`src/rtl/scbu_pkg.sv`:
```
`timescale 1ns / 1ps

package scbu_pkg;

   localparam int PAIR_COUNT  = 4;
   localparam int PAIR_W      = 2;
   localparam int MS_PER_SEC  = 1000;
   localparam int MS_W        = 26;       // 65535 s in ms fits here
   localparam int COOL_W      = 15;
   localparam int CSR_IDX_W   = 3;
   localparam int CSR_DATA_W  = 16;

   localparam logic [CSR_IDX_W-1:0] CSR_BEND_SNAPSHOTS   = 3'd0;
   localparam logic [CSR_IDX_W-1:0] CSR_UNFOLD_SNAPSHOTS = 3'd1;
   localparam logic [CSR_IDX_W-1:0] CSR_UNFOLD_DELAY_SEC = 3'd2;
   localparam logic [CSR_IDX_W-1:0] CSR_PROGRESS_TO_SEC  = 3'd3;
   localparam logic [CSR_IDX_W-1:0] CSR_REVERSE_DIR      = 3'd4;
   localparam logic [CSR_IDX_W-1:0] CSR_SERVO_MIN_DEG    = 3'd5;
   localparam logic [CSR_IDX_W-1:0] CSR_SERVO_MAX_DEG    = 3'd6;
   localparam logic [CSR_IDX_W-1:0] CSR_HOLD_MS          = 3'd7;

   typedef enum logic [1:0] {
      ACT_NONE    = 2'd0,
      ACT_BEND    = 2'd1,
      ACT_UNFOLD  = 2'd2,
      ACT_IGNORED = 2'd3
   } act_type;

   typedef struct packed {
      logic [PAIR_W-1:0] pair;
      logic [31:0]       now_ms;
      logic              snapshot;
   } req_type;

   typedef struct packed {
      logic [PAIR_W-1:0] pair_out;
      logic              finger_bent;
      logic [7:0]        target_angle;
      logic [7:0]        bend_progress;
      logic [7:0]        unfold_progress;
      logic [COOL_W-1:0] cooldown_left_ms;
      logic              event_shown;
      act_type           action_shown;
   } rsp_type;

   typedef struct packed {
      logic        bent;
      logic [7:0]  bend_count;
      logic [7:0]  unfold_count;
      logic [31:0] last_bend_time;
      logic [31:0] last_unfold_time;
      logic [31:0] cooldown_until;
      logic        event_held;
      logic [31:0] event_until;
      act_type     action_held;
      logic [31:0] action_until;
   } pair_state_type;

endpackage

```
`src/rtl/snapshot_count_bend_unfold_fsm.sv`:
```
`timescale 1ns / 1ps

// Words pass the input register, then the result register, before rsp_valid.
// Throughput: one word per cycle while rsp_stall is low, also back to back on the same
//   pair; per-pair state registers are written when the result register loads.
// Reset (synchronous): all pair state cleared (extended, counters zero), settings to
//   their defaults, both stages empty. No clearing pass; ready the cycle after reset.
module snapshot_count_bend_unfold_fsm (
   input  logic                                   clock,
   input  logic                                   reset,
   input  logic                                   req_valid,
   output logic                                   req_stall,
   input  scbu_pkg::req_type                      req_data,
   output logic                                   rsp_valid,
   input  logic                                   rsp_stall,
   output scbu_pkg::rsp_type                      rsp_data,
   input  logic                                   csr_valid,
   output logic                                   csr_ready,
   input  logic [scbu_pkg::CSR_IDX_W-1:0]         csr_index,
   input  logic [scbu_pkg::CSR_DATA_W-1:0]        csr_wdata
);
   import scbu_pkg::*;

   logic [7:0]      bend_snap_ff;
   logic [7:0]      unfold_snap_ff;
   logic [MS_W-1:0] delay_ms_ff;
   logic [MS_W-1:0] timeout_ms_ff;
   logic            reverse_ff;
   logic [7:0]      servo_min_ff;
   logic [7:0]      servo_max_ff;
   logic [15:0]     hold_ms_ff;
   logic [MS_W-1:0] csr_ms_in;

   pair_state_type  pair_ff [PAIR_COUNT];
   pair_state_type  pair_in;
   pair_state_type  cur;

   logic            s1_valid_ff;
   req_type         s1_data_ff;
   logic            rsp_valid_ff;
   rsp_type         rsp_data_ff;
   rsp_type         rsp_in;

   logic            out_en;
   logic [31:0]     now;
   logic [31:0]     hold_until;
   logic [31:0]     cool_diff;
   logic [COOL_W-1:0] cool;
   logic            cool_fixed;

   assign out_en    = !rsp_valid_ff || !rsp_stall;
   assign req_stall = s1_valid_ff && !out_en;
   assign rsp_valid = rsp_valid_ff;
   assign rsp_data  = rsp_data_ff;
   assign csr_ready = 1'b1;

   // seconds to ms once, at write time
   assign csr_ms_in = MS_W'(csr_wdata) * MS_W'(MS_PER_SEC);

   always_comb begin
      cur        = pair_ff[s1_data_ff.pair];
      pair_in    = cur;
      now        = s1_data_ff.now_ms;
      hold_until = now + 32'(hold_ms_ff);
      cool       = '0;
      cool_fixed = 1'b0;
      cool_diff  = '0;

      if (pair_in.event_held && now >= pair_in.event_until) begin
         pair_in.event_held  = 1'b0;
         pair_in.event_until = '0;
      end
      if (pair_in.action_held != ACT_NONE && now >= pair_in.action_until) begin
         pair_in.action_held  = ACT_NONE;
         pair_in.action_until = '0;
      end

      // stale progress
      if (!pair_in.bent) begin
         if (pair_in.bend_count != 8'd0 &&
             (now - pair_in.last_bend_time) >= 32'(timeout_ms_ff)) begin
            pair_in.bend_count     = '0;
            pair_in.last_bend_time = '0;
         end
      end else begin
         if (pair_in.unfold_count != 8'd0 &&
             (now - pair_in.last_unfold_time) >= 32'(timeout_ms_ff)) begin
            pair_in.unfold_count     = '0;
            pair_in.last_unfold_time = '0;
         end
      end

      if (s1_data_ff.snapshot) begin
         pair_in.event_held  = 1'b1;
         pair_in.event_until = hold_until;
         if (!pair_in.bent) begin
            if (pair_in.bend_count < bend_snap_ff)
               pair_in.bend_count = pair_in.bend_count + 8'd1;
            pair_in.last_bend_time = now;
            if (pair_in.bend_count >= bend_snap_ff) begin
               pair_in.bent             = 1'b1;
               pair_in.bend_count       = '0;
               pair_in.unfold_count     = '0;
               pair_in.last_bend_time   = '0;
               pair_in.last_unfold_time = '0;
               pair_in.cooldown_until   = now + 32'(delay_ms_ff);
               cool       = (delay_ms_ff > MS_W'(2**COOL_W - 1)) ?
                            {COOL_W{1'b1}} : delay_ms_ff[COOL_W-1:0];
               cool_fixed = 1'b1;
               pair_in.action_held  = ACT_BEND;
               pair_in.action_until = hold_until;
            end
         end else if (now < pair_in.cooldown_until) begin
            pair_in.action_held  = ACT_IGNORED;
            pair_in.action_until = hold_until;
         end else begin
            if (pair_in.unfold_count < unfold_snap_ff)
               pair_in.unfold_count = pair_in.unfold_count + 8'd1;
            pair_in.last_unfold_time = now;
            if (pair_in.unfold_count >= unfold_snap_ff) begin
               pair_in.bent             = 1'b0;
               pair_in.bend_count       = '0;
               pair_in.unfold_count     = '0;
               pair_in.last_bend_time   = '0;
               pair_in.last_unfold_time = '0;
               pair_in.action_held      = ACT_UNFOLD;
               pair_in.action_until     = hold_until;
            end
         end
      end

      if (!cool_fixed && now < pair_in.cooldown_until) begin
         cool_diff = pair_in.cooldown_until - now;
         cool = (|cool_diff[31:COOL_W]) ? {COOL_W{1'b1}} : cool_diff[COOL_W-1:0];
      end

      rsp_in.pair_out         = s1_data_ff.pair;
      rsp_in.finger_bent      = pair_in.bent;
      rsp_in.target_angle     = (pair_in.bent ^ reverse_ff) ? servo_min_ff : servo_max_ff;
      rsp_in.bend_progress    = pair_in.bend_count;
      rsp_in.unfold_progress  = pair_in.unfold_count;
      rsp_in.cooldown_left_ms = cool;
      rsp_in.event_shown      = pair_in.event_held;
      rsp_in.action_shown     = pair_in.action_held;
   end

   always_ff @(posedge clock) begin
      if (reset) begin
         bend_snap_ff   <= 8'd3;
         unfold_snap_ff <= 8'd3;
         delay_ms_ff    <= MS_W'(MS_PER_SEC);
         timeout_ms_ff  <= MS_W'(5 * MS_PER_SEC);
         reverse_ff     <= 1'b0;
         servo_min_ff   <= 8'd0;
         servo_max_ff   <= 8'd180;
         hold_ms_ff     <= 16'd500;
         s1_valid_ff    <= 1'b0;
         rsp_valid_ff   <= 1'b0;
         for (int i = 0; i < PAIR_COUNT; i++)
            pair_ff[i] <= '0;
      end else begin
         if (csr_valid && csr_ready) begin
            case (csr_index)
               CSR_BEND_SNAPSHOTS:   bend_snap_ff   <= csr_wdata[7:0];
               CSR_UNFOLD_SNAPSHOTS: unfold_snap_ff <= csr_wdata[7:0];
               CSR_UNFOLD_DELAY_SEC: delay_ms_ff    <= csr_ms_in;
               CSR_PROGRESS_TO_SEC:  timeout_ms_ff  <= csr_ms_in;
               CSR_REVERSE_DIR:      reverse_ff     <= csr_wdata[0];
               CSR_SERVO_MIN_DEG:    servo_min_ff   <= csr_wdata[7:0];
               CSR_SERVO_MAX_DEG:    servo_max_ff   <= csr_wdata[7:0];
               CSR_HOLD_MS:          hold_ms_ff     <= csr_wdata;
               default: ;
            endcase
         end
         if (!req_stall)
            s1_valid_ff <= req_valid;
         if (out_en)
            rsp_valid_ff <= s1_valid_ff;
         if (s1_valid_ff && out_en)
            pair_ff[s1_data_ff.pair] <= pair_in;
      end
   end

   always_ff @(posedge clock) begin
      if (req_valid && !req_stall)
         s1_data_ff <= req_data;
      if (s1_valid_ff && out_en)
         rsp_data_ff <= rsp_in;
   end

endmodule

```
`config.mk`:
```
export PLATFORM = sky130hd
export DESIGN_NAME = snapshot_count_bend_unfold_fsm
export DESIGN_NICKNAME = d
export VERILOG_FILES = /design/src/rtl/scbu_pkg.sv /design/src/rtl/snapshot_count_bend_unfold_fsm.sv
export SDC_FILE = /design/constraint.sdc
export NUM_CORES = 2
export LEC_CHECK = 0
export BUFFER_PORTS_ARGS = -buffer_cell sky130_fd_sc_hd__buf_2
export CORE_AREA = 2 2 446 448
export DETAILED_ROUTE_END_ITERATION = 8
export DIE_AREA = 0 0 448 450
export PLACE_DENSITY = 0.43
export SLEW_MARGIN = 25
export SYNTH_ARGS = -nofsm -noshare
export SYNTH_HDL_FRONTEND = slang
export SYNTH_SLANG_ARGS = --single-unit
```
`constraint.sdc`:
```
create_clock -name clock -period 42.2 [get_ports clock]
set_input_delay 8.44 -clock clock [delete_from_list [all_inputs] [get_ports clock]]
set_output_delay 8.44 -clock clock [all_outputs]
set_load 0.05 [all_outputs]
```
==> run metrics <==
status=completed; CTS tree=yes; Post-CTS Setup Inserts=0; Slew @ Worst Pin=1.05 ns; fmax=0.0573 GHz; Final ANT Viol Nets=0; remaining global-route overflow=0; Net Count, Synth=5171; DR WL/cell=25.0 um; worst setup path startpoint=rsp_stall; GRT Util Overall=18.6%; DPL Wire Length=126 mm; synthesized area=52800 um^2; Post-synth EDFFs=800; initial antenna violation count=2; PwrDens=46.2 nW/um^2; register area share after synthesis=49.3%; chip height=450 um; number of global-route vias before repair=38600; nets=5274; I/O Pins=107; CTS clk-pin slew, worst paths=0.06 ns; Ys Warns=0; Cells after Synth=4693; first-pass GRT wire length=274 mm; worst hold margin=0.455 ns; Remaining DRCs=0; vias=37500; Final Skew=0.0399 ns; synth top area cells=edfxtp_1 (46%), ha_1 (8.5%), mux4_2 (7.6%); # diodes=0; CP Max Fanout=3; total CTS buffers=103; Pwr Total=2.78 mW; Clock Path Buffers=3; Core Region=197000 um^2; largest area contributor in the netlist=edfxtp_1; Critical Path RT=33.76 ns; top cell type's share of synthesized area=45.5%; area grow syn2layout=13.9%; post-CTS resize count=0; unrepaired setup endpoints after global routing=false; WL final=188 mm; Async SR Flop Fraction=0%; Placer Congestion=0.861; H-tree depth=3; Hold Path Origin=servo_min_ff[2]; #FFs+latches synth=899; Pleak=23.4 nW; Top FF cell, synth=edfxtp_1; Setup WS pre-CTS=24.75 ns; Initial Util=26.8%; Sink Count=899; initial DRC count=2953; vias per cell=4.99; Final Hold Viols=0; Detailed Routing Iterations Pass 1=5; I/O Buffers=105; Final Worst Setup Slack=24.74 ns; syn avg cell area=11.2 um^2; # setup viols final=0; layout cells sized above 1=12.6%; Die Wd=448 um; Crit Path Category=input port to output pin; Worst slew margin=29.4%; fin crit share=41.4%; count of different cell masters after synthesis=90; Tightest Hold Check Type=register to register; leading cell type in the layout, fill and taps excluded=edfxtp_1; standard-cell row count=163; Die Area=202000 um^2; Crit path arrival time=9.02 ns; dpl cell area=56800 um^2; Critical Path Sink Type=output pin; Final TNS setup=0 ns; VDD IR max=0.0000294 V; most frequent cells in the layout=edfxtp_1 (800), nor2_1 (711), inv_1 (408); clk root buf=clkbuf_16; number of max-cap violations=0; Tmin final=17.46 ns; cts hold-fix bufs=0; CP Launch Type=input port; largest net degree at the start of global routing=118; Worst-Skew Late Latency=0.75 ns; design area=60100 um^2; Slew Limit Fails=0
cells in the mapped netlist, types with 42 or more instances:
cell type	count
o21ai_0	127
dfxtp_1	99
nand3_1	42
inv_1	409
a21o_1	99
xor2_1	47
nand2b_1	50
nand2_1	307
nor2_1	715
clkbuf_1	162
ha_1	360
nor3_1	52
mux4_2	179
xnor2_1	106
fa_1	59
a21oi_1	254
a22o_1	133
edfxtp_1	800
and2_1	44
and3_1	45
cell type report:
cell class / instances / area [um^2]
Timing Repair Buffer: 215 / 1400
Multi-Input combinational cell: 3164 / 24500
Clock inverter: 45 / 452
Clock buffer: 147 / 2910
Inverter: 413 / 1550
Fill cell: 20200 / 136000
Tap cell: 2640 / 3300
Sequential cell: 899 / 26000
power by group:
group	total, mW	internal (mW)	switching, mW
clock	0.916	0.522	0.393
combinational	0.822	0.288	0.535
sequential	1.04	1.02	0.0224
cells by family after synthesis:
kind of cell / synth area share (%)
AO/OA/AOI/OAI: 12.1
XOR/XNOR: 2.57
adder cells (fa/ha/maj): 10.8
buffers and inverters: 4.57
flip-flops: 49.3
multiplexers: 8.64
other: 0.00710
AND/OR/NAND/NOR: 12.1
critical path, stage by stage:
cell and delay [ns]:
buf_2 0.13, nand3_1 0.12, inv_1 0.07, buf_2 0.25
sequential cells by signal, summed over array words and instances (netlist names), named ones only:
| register | count |
|---|---|
| s1_data_ff | 1 |
| reverse_ff | 1 |
| hold_ms_ff | 16 |
| now | 32 |
| rsp_in | 2 |
| servo_min_ff | 8 |
| rsp_data | 45 |
| bend_snap_ff | 8 |
| rsp_valid | 1 |
| timeout_ms_ff | 23 |
| s1_valid_ff | 1 |
| delay_ms_ff | 23 |
| pair_ff | 720 |
| servo_max_ff | 8 |
| unfold_snap_ff | 8 |
through the flow:
| step | util, % | cells |
|---|---|---|
| 6_report | 30.6 | 7523 |
| 5_1_grt | 30.6 | 7523 |
| 4_1_cts | 30.6 | 7523 |
| 3_5_place_dp | 28.9 | 7331 |
| 3_3_place_gp | 28.9 | 7331 |
| 2_1_floorplan | - | 4693 |
worst paths after layout:
kind | to | slack, ns | depth (start not counted)
max reg2reg | rsp_data[7] | 25.13 | 62
min | servo_min_ff[2] | 0.46 | 2
min reg2reg | servo_min_ff[2] | 0.46 | 2
max | req_stall | 24.74 | 4
layer usage:
metal	part of all wire [%]	GRT usage, %	vias to the layer above
met1	42	23.2	19100
met3	3.8	2.11	254
met5	0	0	-
li1	-	-	17400
met2	50	32.5	817
met4	3.9	7.18	0
Note: power is estimated with default switching activity, not from simulation.
